File: config.mk
export PLATFORM = sky130hd
export DESIGN_NAME = state_space_controller_step
export DESIGN_NICKNAME = d
export VERILOG_FILES = /design/src/design/ssc_pkg.sv /design/src/design/ssc_mac.sv /design/src/design/ssc_seq.sv /design/src/design/state_space_controller_step.sv
export SDC_FILE = /design/constraint.sdc
export NUM_CORES = 2
export LEC_CHECK = 0
export ABC_AREA = 1
export BUFFER_PORTS_ARGS = -buffer_cell sky130_fd_sc_hd__buf_2
export CELL_PAD_IN_SITES_DETAIL_PLACEMENT = 0
export CELL_PAD_IN_SITES_GLOBAL_PLACEMENT = 1
export CORE_MARGIN = 4
export CORE_UTILIZATION = 40
export DETAILED_ROUTE_END_ITERATION = 10
export GPL_TIMING_DRIVEN = 0
export HOLD_SLACK_MARGIN = 0.08
export PLACE_DENSITY = 0.67
export SLEW_MARGIN = 20
export SYNTH_ARGS = -nofsm -noshare
export SYNTH_HDL_FRONTEND = slang
export SYNTH_SLANG_ARGS = --single-unit
export TNS_END_PERCENT = 10
File: constraint.sdc
create_clock -name clk_i -period 10.6 [get_ports clk_i]
set_input_delay 0.53 -clock clk_i [delete_from_list [all_inputs] [get_ports clk_i]]
set_output_delay 0.53 -clock clk_i [all_outputs]
set_load 0.01 [all_outputs]
File: src/design/ssc_pkg.sv
package ssc_pkg;

  // problem dimensions
  localparam int NumStates  = 7;
  localparam int NumInputs  = 4;
  localparam int NumOutputs = 2;

  // field widths
  localparam int InW    = 24;
  localparam int DataW  = 32;
  localparam int CoefW  = 32;
  localparam int ProdW  = 64;
  localparam int ShiftW = 20;   // Q.36 sum down to Q.16

  // one coefficient row per output and per state, columns are states then inputs
  localparam int NumRows = NumOutputs + NumStates;
  localparam int NumCols = NumStates + NumInputs;
  localparam int NumCoef = NumRows * NumCols;

  localparam int RowW     = ($clog2(NumRows) > 0) ? $clog2(NumRows) : 1;
  localparam int ColW     = ($clog2(NumCols) > 0) ? $clog2(NumCols) : 1;
  localparam int IdxW     = ($clog2(NumCoef) > 0) ? $clog2(NumCoef) : 1;
  localparam int StIdxW   = ($clog2(NumStates) > 0) ? $clog2(NumStates) : 1;
  localparam int InIdxW   = ($clog2(NumInputs) > 0) ? $clog2(NumInputs) : 1;
  localparam int OutIdxW  = ($clog2(NumOutputs) > 0) ? $clog2(NumOutputs) : 1;

  typedef logic signed [CoefW-1:0] coef_tab_t [NumCoef];

  // coefficients in units of 1e-4, row by row
  localparam int DecTab [NumCoef] = '{
    // output row 0: C then D
    -1901687, 28847, -181579, 6946679, 485009, 341265, 8031,
    139269, 4790, 139043, 4791,
    // output row 1
    279, -514655, 3180072, 6822, -8530362, 251, 41464,
    143, -87620, 139, -87596,
    // state rows: A then B
    3166, 5, -33, 24029, 92, 1178, 25,          478, 2, 480, 2,
    1, 9512, 3681, 6, -9006, 0, -64,            0, -72, 0, -72,
    0, 360, 5546, -7, 9639, 0, 9,               0, 88, 0, 88,
    0, 0, 0, 9992, 0, 0, 0,                     400, 0, 400, 0,
    0, 0, 0, 0, 9998, 0, 0,                     0, 200, 0, 200,
    -24926, 378, -2380, 91051, 6357, -5527, 105, 1825, 63, 1822, 63,
    9, -16864, 104202, 224, -279516, 8, -8641,  5, -2871, 5, -2870
  };

  // scale to Q11.20, round half away from zero
  function automatic coef_tab_t build_coef_tab();
    coef_tab_t tab;
    longint    n;
    for (int i = 0; i < NumCoef; i++) begin
      n      = longint'(DecTab[i]);
      tab[i] = CoefW'((n * 64'sd1048576 + ((n < 0) ? -64'sd5000 : 64'sd5000)) / 64'sd10000);
    end
    return tab;
  endfunction

  localparam coef_tab_t CoefTab = build_coef_tab();

  typedef enum logic [1:0] {
    SeqIdle,
    SeqRun,
    SeqDrain,
    SeqCommit
  } seq_state_e;

  // one multiply-accumulate issue
  typedef struct packed {
    logic            valid;
    logic            first;
    logic            last;
    logic [RowW-1:0] row;
    logic [ColW-1:0] col;
    logic [IdxW-1:0] idx;
  } issue_t;

  // finished row leaving the mac
  typedef struct packed {
    logic            valid;
    logic [RowW-1:0] row;
  } wb_t;

  typedef struct packed {
    logic idle;
    logic commit;
  } seq_status_t;

endpackage

File: src/design/ssc_mac.sv
module ssc_mac (
  input  logic                                 clk_i,
  input  logic                                 rst_ni,
  input  ssc_pkg::issue_t                      issue_i,
  input  logic signed [ssc_pkg::DataW-1:0]     op_i,
  output ssc_pkg::wb_t                         wb_o,
  output logic signed [ssc_pkg::DataW-1:0]     wb_data_o
);

  typedef struct packed {
    logic                     valid;
    logic                     first;
    logic                     last;
    logic [ssc_pkg::RowW-1:0] row;
  } ctl_t;

  localparam int ShrW = ssc_pkg::ProdW - ssc_pkg::ShiftW;

  // clamp limits at the width of the shifted sum
  localparam logic signed [ShrW-1:0] SatHi = ShrW'({1'b0, {(ssc_pkg::DataW-1){1'b1}}});
  localparam logic signed [ShrW-1:0] SatLo = ~SatHi;

  ctl_t                                ctl1_q, ctl2_q;
  logic signed [ssc_pkg::DataW-1:0]    op1_q;
  logic signed [ssc_pkg::CoefW-1:0]    coef1_q;
  logic signed [ssc_pkg::ProdW-1:0]    prod2_q;
  logic signed [ssc_pkg::ProdW-1:0]    acc_q, acc_d;
  logic                                last3_q;
  logic [ssc_pkg::RowW-1:0]            row3_q;
  logic                                wb_valid_q;
  logic [ssc_pkg::RowW-1:0]            wb_row_q;
  logic signed [ssc_pkg::DataW-1:0]    res_q, res_d;
  logic signed [ssc_pkg::ProdW-1:0]    rnd;
  logic signed [ShrW-1:0]              shr;

  // operand and coefficient fetch
  always_ff @(posedge clk_i or negedge rst_ni) begin
    if (!rst_ni) begin
      ctl1_q <= '0;
    end else begin
      ctl1_q <= '{valid: issue_i.valid, first: issue_i.first, last: issue_i.last,
                  row: issue_i.row};
    end
  end

  always_ff @(posedge clk_i) begin
    op1_q   <= op_i;
    coef1_q <= ssc_pkg::CoefTab[issue_i.idx];
  end

  // product, exact at q.36
  always_ff @(posedge clk_i or negedge rst_ni) begin
    if (!rst_ni) begin
      ctl2_q <= '0;
    end else begin
      ctl2_q <= ctl1_q;
    end
  end

  always_ff @(posedge clk_i) begin
    prod2_q <= ssc_pkg::ProdW'(op1_q) * ssc_pkg::ProdW'(coef1_q);
  end

  // accumulate
  always_comb begin
    acc_d = acc_q;
    if (ctl2_q.valid) begin
      acc_d = ctl2_q.first ? prod2_q : acc_q + prod2_q;
    end
  end

  always_ff @(posedge clk_i or negedge rst_ni) begin
    if (!rst_ni) begin
      last3_q <= 1'b0;
    end else begin
      last3_q <= ctl2_q.valid & ctl2_q.last;
    end
  end

  always_ff @(posedge clk_i) begin
    acc_q  <= acc_d;
    row3_q <= ctl2_q.row;
  end

  // round half up to q.16 and clamp
  always_comb begin
    rnd = acc_q + (ssc_pkg::ProdW'(1) <<< (ssc_pkg::ShiftW - 1));
    shr = rnd[ssc_pkg::ProdW-1:ssc_pkg::ShiftW];
    if (shr > SatHi) begin
      res_d = {1'b0, {(ssc_pkg::DataW-1){1'b1}}};
    end else if (shr < SatLo) begin
      res_d = {1'b1, {(ssc_pkg::DataW-1){1'b0}}};
    end else begin
      res_d = shr[ssc_pkg::DataW-1:0];
    end
  end

  always_ff @(posedge clk_i or negedge rst_ni) begin
    if (!rst_ni) begin
      wb_valid_q <= 1'b0;
    end else begin
      wb_valid_q <= last3_q;
    end
  end

  always_ff @(posedge clk_i) begin
    wb_row_q <= row3_q;
    res_q    <= res_d;
  end

  assign wb_o      = '{valid: wb_valid_q, row: wb_row_q};
  assign wb_data_o = res_q;

endmodule

File: src/design/ssc_seq.sv
module ssc_seq (
  input  logic                 clk_i,
  input  logic                 rst_ni,
  input  logic                 start_i,
  input  ssc_pkg::wb_t         wb_i,
  output ssc_pkg::issue_t      issue_o,
  output ssc_pkg::seq_status_t status_o
);

  ssc_pkg::seq_state_e state_q, state_d;
  logic [ssc_pkg::RowW-1:0] row_q, row_d;
  logic [ssc_pkg::ColW-1:0] col_q, col_d;
  logic [ssc_pkg::IdxW-1:0] idx_q, idx_d;
  logic                     col_end;

  assign col_end = (col_q == ssc_pkg::ColW'(ssc_pkg::NumCols - 1));

  always_ff @(posedge clk_i or negedge rst_ni) begin
    if (!rst_ni) begin
      state_q <= ssc_pkg::SeqIdle;
      row_q   <= '0;
      col_q   <= '0;
      idx_q   <= '0;
    end else begin
      state_q <= state_d;
      row_q   <= row_d;
      col_q   <= col_d;
      idx_q   <= idx_d;
    end
  end

  always_comb begin
    state_d  = state_q;
    row_d    = row_q;
    col_d    = col_q;
    idx_d    = idx_q;
    issue_o  = '{valid: 1'b0, first: (col_q == '0), last: col_end, row: row_q,
                 col: col_q, idx: idx_q};
    status_o = '{idle: 1'b0, commit: 1'b0};
    unique case (state_q)
      ssc_pkg::SeqIdle: begin
        status_o.idle = 1'b1;
        row_d = '0;
        col_d = '0;
        idx_d = '0;
        if (start_i) begin
          state_d = ssc_pkg::SeqRun;
        end
      end
      ssc_pkg::SeqRun: begin
        issue_o.valid = 1'b1;
        idx_d = idx_q + 1'b1;
        if (col_end) begin
          col_d = '0;
          row_d = row_q + 1'b1;
        end else begin
          col_d = col_q + 1'b1;
        end
        if (idx_q == ssc_pkg::IdxW'(ssc_pkg::NumCoef - 1)) begin
          state_d = ssc_pkg::SeqDrain;
        end
      end
      ssc_pkg::SeqDrain: begin
        if (wb_i.valid && wb_i.row == ssc_pkg::RowW'(ssc_pkg::NumRows - 1)) begin
          state_d = ssc_pkg::SeqCommit;
        end
      end
      ssc_pkg::SeqCommit: begin
        status_o.commit = 1'b1;
        state_d = ssc_pkg::SeqIdle;
      end
      default: begin
        state_d = ssc_pkg::SeqIdle;
      end
    endcase
  end

endmodule

File: src/design/state_space_controller_step.sv
// channel   | dir | fields of tdata, lowest bit up
// s_axis    | in  | surge_ref, yaw_rate_ref, surge_meas, yaw_rate_meas (4 x 24 bit, Q7.16)
// m_axis    | out | common_mode, differential_mode (2 x 32 bit, Q15.16)
//
// for each item, every coefficient of the 9 x 11 table goes once
// through the single 32 x 32 multiply-accumulate unit, then its
// four-stage pipeline drains, the new state is committed and the block
// goes back to idle, where it can take the next item.
// reset clears the state vector and all handshake control.
// s_axis_tready is low while an item is being worked on, or while a result
// is still held and not being taken in the same cycle.
module state_space_controller_step (
  input  logic                                          clk_i,
  input  logic                                          rst_ni,
  input  logic                                          s_axis_tvalid,
  output logic                                          s_axis_tready,
  // surge_ref, yaw_rate_ref, surge_meas, yaw_rate_meas
  input  logic [ssc_pkg::NumInputs*ssc_pkg::InW-1:0]    s_axis_tdata,
  output logic                                          m_axis_tvalid,
  input  logic                                          m_axis_tready,
  // common_mode, differential_mode
  output logic [ssc_pkg::NumOutputs*ssc_pkg::DataW-1:0] m_axis_tdata
);

  logic                                                 in_accept;
  ssc_pkg::issue_t                                      issue;
  ssc_pkg::seq_status_t                                 status;
  ssc_pkg::wb_t                                         wb;
  logic signed [ssc_pkg::DataW-1:0]                     wb_data;
  logic signed [ssc_pkg::DataW-1:0]                     operand;

  // sample held for the whole item
  logic [ssc_pkg::NumInputs-1:0][ssc_pkg::InW-1:0]      u_q;
  // state before and after the update
  logic [ssc_pkg::NumStates-1:0][ssc_pkg::DataW-1:0]    state_q, state_d;
  logic [ssc_pkg::NumStates-1:0][ssc_pkg::DataW-1:0]    nxt_q;
  // result register
  logic [ssc_pkg::NumOutputs-1:0][ssc_pkg::DataW-1:0]   out_q;
  logic                                                 out_valid_q, out_valid_d;

  // accept only when idle and the result slot is free by the next edge
  assign s_axis_tready = status.idle & (~out_valid_q | m_axis_tready);
  assign in_accept     = s_axis_tvalid & s_axis_tready;

  ssc_seq u_seq (
    .clk_i    (clk_i),
    .rst_ni   (rst_ni),
    .start_i  (in_accept),
    .wb_i     (wb),
    .issue_o  (issue),
    .status_o (status)
  );

  // operand select: state columns first, then the sign-extended sample
  always_comb begin
    if (issue.col < ssc_pkg::ColW'(ssc_pkg::NumStates)) begin
      operand = state_q[issue.col[ssc_pkg::StIdxW-1:0]];
    end else begin
      operand = ssc_pkg::DataW'($signed(
        u_q[ssc_pkg::InIdxW'(issue.col - ssc_pkg::ColW'(ssc_pkg::NumStates))]));
    end
  end

  ssc_mac u_mac (
    .clk_i     (clk_i),
    .rst_ni    (rst_ni),
    .issue_i   (issue),
    .op_i      (operand),
    .wb_o      (wb),
    .wb_data_o (wb_data)
  );

  always_ff @(posedge clk_i) begin
    if (in_accept) begin
      u_q <= s_axis_tdata;
    end
  end

  // finished rows: outputs go to the result register, states to the shadow copy
  always_ff @(posedge clk_i) begin
    if (wb.valid) begin
      if (wb.row < ssc_pkg::RowW'(ssc_pkg::NumOutputs)) begin
        out_q[wb.row[ssc_pkg::OutIdxW-1:0]] <= wb_data;
      end else begin
        nxt_q[ssc_pkg::StIdxW'(wb.row - ssc_pkg::RowW'(ssc_pkg::NumOutputs))] <= wb_data;
      end
    end
  end

  // new state takes effect only once every row has used the old one
  assign state_d = status.commit ? nxt_q : state_q;

  always_ff @(posedge clk_i or negedge rst_ni) begin
    if (!rst_ni) begin
      state_q <= '0;
    end else begin
      state_q <= state_d;
    end
  end

  always_comb begin
    out_valid_d = out_valid_q;
    if (m_axis_tready) begin
      out_valid_d = 1'b0;
    end
    if (wb.valid && wb.row == ssc_pkg::RowW'(ssc_pkg::NumOutputs - 1)) begin
      out_valid_d = 1'b1;
    end
  end

  always_ff @(posedge clk_i or negedge rst_ni) begin
    if (!rst_ni) begin
      out_valid_q <= 1'b0;
    end else begin
      out_valid_q <= out_valid_d;
    end
  end

  assign m_axis_tvalid = out_valid_q;
  assign m_axis_tdata  = out_q;

  // a result only appears when the last output row is written back
  assert property (@(posedge clk_i) disable iff (!rst_ni)
    $rose(out_valid_q) |->
      $past(wb.valid && wb.row == ssc_pkg::RowW'(ssc_pkg::NumOutputs - 1)))
    else $error("result raised without its last output row");

  // the block is busy straight after taking an item
  assert property (@(posedge clk_i) disable iff (!rst_ni)
    in_accept |=> !s_axis_tready)
    else $error("item accepted while still working");

  // no writeback while idle
  assert property (@(posedge clk_i) disable iff (!rst_ni)
    status.idle |-> !wb.valid)
    else $error("writeback outside an item");

  // state only changes at commit
  assert property (@(posedge clk_i) disable iff (!rst_ni)
    !$past(status.commit) |-> $stable(state_q))
    else $error("state changed outside commit");

  // the result slot is never overwritten while still held
  assert property (@(posedge clk_i) disable iff (!rst_ni)
    (out_valid_q && !m_axis_tready) |->
      !(wb.valid && wb.row < ssc_pkg::RowW'(ssc_pkg::NumOutputs)))
    else $error("held result overwritten");

endmodule
==> results.txt <==
----------------------------------------------------
[Status]
  Outcome ... complete, no violations

[Synthesis]
  Count of flip-flops with a built-in enable after synthesis ... 448
  Part of the Yosys area used for sequential elements ... about 30%
  Register bit count reported by yosys ... approximately 870
  Count of synthesis-stage warnings from yosys ... 0
  Syn Inst Count ... roughly 8800
  Mean cell area of the mapped netlist ... 8.76 um^2
  Most used flip-flop cell after synthesis ... edfxtp_1
  Netlist Area Pre-Place ... between 70000 and 80000 um^2
  Number of library cell types mapped by synthesis ... 52
  Net count of the mapped netlist ... 10200
  Asr flop ratio synth ... about 30%

[Floorplan]
  Die boundary height ... around 450 um
  Placeable core area ... 191000 um^2
  Effective utilization at floorplan ... about two fifths
  Die boundary width ... around 450 um
  Number of top-level pins ... 166
  Area of the die ... roughly 200000 um^2
  Cell row count ... between 150 and 200

[Worst setup path]
  Required time at the worst-slack endpoint ... around 11 ns
  Type of element capturing the critical path ... register
  Crit Reg-Reg Endpoint ... u_mac.prod2_q[59]$_DFF_P_
  Type of the worst setup path ... reg2reg
  Most numerous cell on the critical path ... fa_1
  Worst setup slack for register-to-register paths ... just under 0.9 ns
  Startpoint Class ... register
  Critical Path Start ... u_mac.coef1_q[1]$_DFF_P_
  Critical Path Max Stage Delay ... around 1.1 ns
  Cell family with most CP delay ... adder cells
  Worst Path Max Fanout ... 10
  Standard cell with the maximum stage delay on the critical path ... fa_1
  WP data arrival ... approximately 10 ns
  Critical path destination ... u_mac.prod2_q[59]$_DFF_P_
  Buffers & Inverters on Critical Path ... 6
  Number of cells traversed by the worst register-to-register path ... 23
  Stages on the worst setup path ... 23
  Cells along the critical path ... clkbuf_1, nand2_1, inv_1, ha_1, fa_1, fa_2, fa_1, inv_1, fa_1, inv_1, fa_1, inv_1, fa_1, inv_1, fa_1, ha_1, a21oi_1, a21boi_0, o21ai_0, a211oi_1, nand3_1, nand2_1, nand2_1
  Origin of the critical flop-to-flop path ... u_mac.coef1_q[1]$_DFF_P_

[Clock network]
  TritonCTS Sinks ... a little under 900
  Worst-path clk slew ... about 0.06 ns
  CTS tree ... yes
  CTS H-tree depth ... 3
  Root cell of the clock tree ... clkbuf_16
  Number of buffers created by CTS ... 95
  Clock latency reported for the late side of the worst-skew pair ... about 0.74 ns
  # hold bufs at CTS ... 98
  Resized Gates After CTS ... 0
  Clk buf depth ... 3
  Post-CTS Repair Setup Buffers ... 0

[Routing]
  Number of detailed-routing iterations run before antenna repair ... 6
  Number of vias after detailed routing ... ~63000
  Routed met1 length ... approximately 130 mm
  Detailed-route vias per instance ... 5.35
  Number of DRC markers in iteration 0 ... ~6300
  Met2 wire len ... between 100 and 150 mm
  Max layer used ... met5
  Met3 Routed Length ... ~25 mm
  Total wire length ... between 300 and 400 mm
  Number of nets still failing antenna checks after routing ... 0
  DRC violation count after routing ... 0
  Per-cell routed wire length ... roughly 27 um

[Global route]
  Wire length of the first global-routing pass ... 458 mm
  Vias in the first global route ... ~64000
  GRT Util Overall ... roughly 32%
  Pin count of the biggest net entering global routing ... a little under 90
  Antenna violations before repair ... 19
  Overflow after GRT ... 0

[Place]
  Final RePlAce weighted congestion ... ~1.0
  Half-perimeter wire length of the detailed placement result ... ~260 mm
  Instance area after placement ... slightly above 80000 um^2
  Count of buffers inserted at the top-level ports ... ~170

[Finish]
  Fin area ... between 80000 and 90000 um^2
  Nets ... between 10000 and 15000
  Core occupancy in the finished layout ... between 40% and 50%
  Share of cells above drive strength 1 ... around 5.7%
  Commonest cells after routing, fill and taps aside ... nand2_1 (2086), inv_1 (1993), fa_1 (1083)
  Leading cell type in the layout, fill and taps excluded ... nand2_1
  Syn-to-layout area delta ... 11.4%

[Timing]
  Final Hold Vio Count ... 0
  Slew headroom ... about 15%
  Final setup viols ... 0
  Worst Clk Skew ... ~0.074 ns
  Maximum achievable frequency ... ~0.10 GHz
  Worst Hold Slack ... approximately 0.16 ns
  Measured slew at the worst slew-check pin ... roughly 1.3 ns
  Unrepaired setup endpoints after global routing ... no
  Clock period minus final worst setup slack ... approximately 9.7 ns
  Crit share post-route ... 91.7%
  Final Max Slew Viols ... 0

[Worst hold path]
  Worst Hold Class ... in2async

[Flow run]
  Max_cap viols ... 0

----------------------------------------------------
[worst min path at each step]
stage,from,end,slack (ns),cells past startpoint
after floorplan,rst_ni,m_axis_tvalid$_DFFE_PN0P_,0.23,0
after global placement,u_mac.row3_q[2]$_DFF_P_,u_mac.wb_row_q[2]$_DFF_P_,0.31,0
after detailed placement,rst_ni,state_q[8]$_DFFE_PN0N_,0.32,1
after CTS,rst_ni,state_q[8]$_DFFE_PN0N_,0.11,2
after global routing,rst_ni,state_q[8]$_DFFE_PN0N_,0.14,2
final,rst_ni,state_q[8]$_DFFE_PN0N_,0.16,2
[flip-flops by register name (all words and copies together), names as in the netlist]
| register | count |
|---|---|
| m_axis_tdata | 64 |
| m_axis_tvalid | 1 |
| nxt_q | 224 |
| state_q | 224 |
| u_mac.acc_q | 64 |
| u_mac.coef1_q | 31 |
| u_mac.ctl1_q | 7 |
| u_mac.ctl2_q | 7 |
| u_mac.last3_q | 1 |
| u_mac.op1_q | 32 |
| u_mac.prod2_q | 64 |
| u_mac.row3_q | 4 |
| u_mac.wb_data_o | 32 |
| u_mac.wb_row_q | 4 |
| u_mac.wb_valid_q | 1 |
| u_q | 96 |
| u_seq.col_q | 4 |
| u_seq.idx_q | 7 |
| u_seq.row_q | 4 |
| u_seq.state_q | 2 |
[cells in the mapped netlist (all sizes together), types with 6 or more instances]
cell type	count	share of area, %
fa	1084	28
o21ai	438	2.9
xnor2	33	0.38
a22oi	13	0.13
o21bai	23	0.22
o221ai	39	0.44
xor2	69	0.79
a31oi	10	0.081
o21a	11	0.11
and3	6	0.049
a21oi	300	2.0
o32ai	25	0.29
clkbuf	312	1.5
clkinv	6	0.029
buf	32	0.22
a21boi	10	0.098
or2	26	0.21
a21o	6	0.059
o211ai	33	0.32
dfxtp	167	4.4
o22ai	7	0.057
nand3	245	1.6
nand2	2089	10
inv	1996	9.8
nor2	560	2.8
edfxtp	448	18
ha	279	4.5
dfrtp	258	8.4
mux2	112	1.6
nand4	45	0.37
nor4	13	0.11
nor3	21	0.16
nand3b	8	0.078
o2111ai	21	0.24
[stage by stage]
stage          worst slack, ns  cells  setup TNS [ns]
2_1_floorplan             1.40   8763               0
3_3_place_gp             -3.17  11400         -195.56
5_1_grt                  0.569  11700               0
4_1_cts                  0.968  11700               0
6_report                 0.883  11700               0
3_5_place_dp              1.05  11500               0
[layout make-up]
type / count / area [um^2]
antenna: 5 / 12.5
buffer: 344 / 1350
clock buffer: 129 / 2710
clock inverter: 50 / 591
fill: 18900 / 105000
inverter: 2002 / 7510
multi-input combinational: 5544 / 44800
sequential: 873 / 23300
tap: 2511 / 3140
timing repair buffer: 290 / 2230
[routing by layer]
layer,vias up,track usage [%]
li1,27400,-
met1,31900,43.1
met2,2841,51.2
met3,632,5.82
met4,2,13.4
met5,-,0
[logic make-up after synthesis]
kind of cell,share of synthesized area (%)
compound gates,7.03
flops,30.3
fa+ha+maj,32.8
mux,1.66
simple gates,15.5
buf+inv,11.5
xor+xnor,1.16
Power is left out: the tool's default activity adds up to more than one toggle a clock period on the data nets, which glitch-free logic cannot reach.
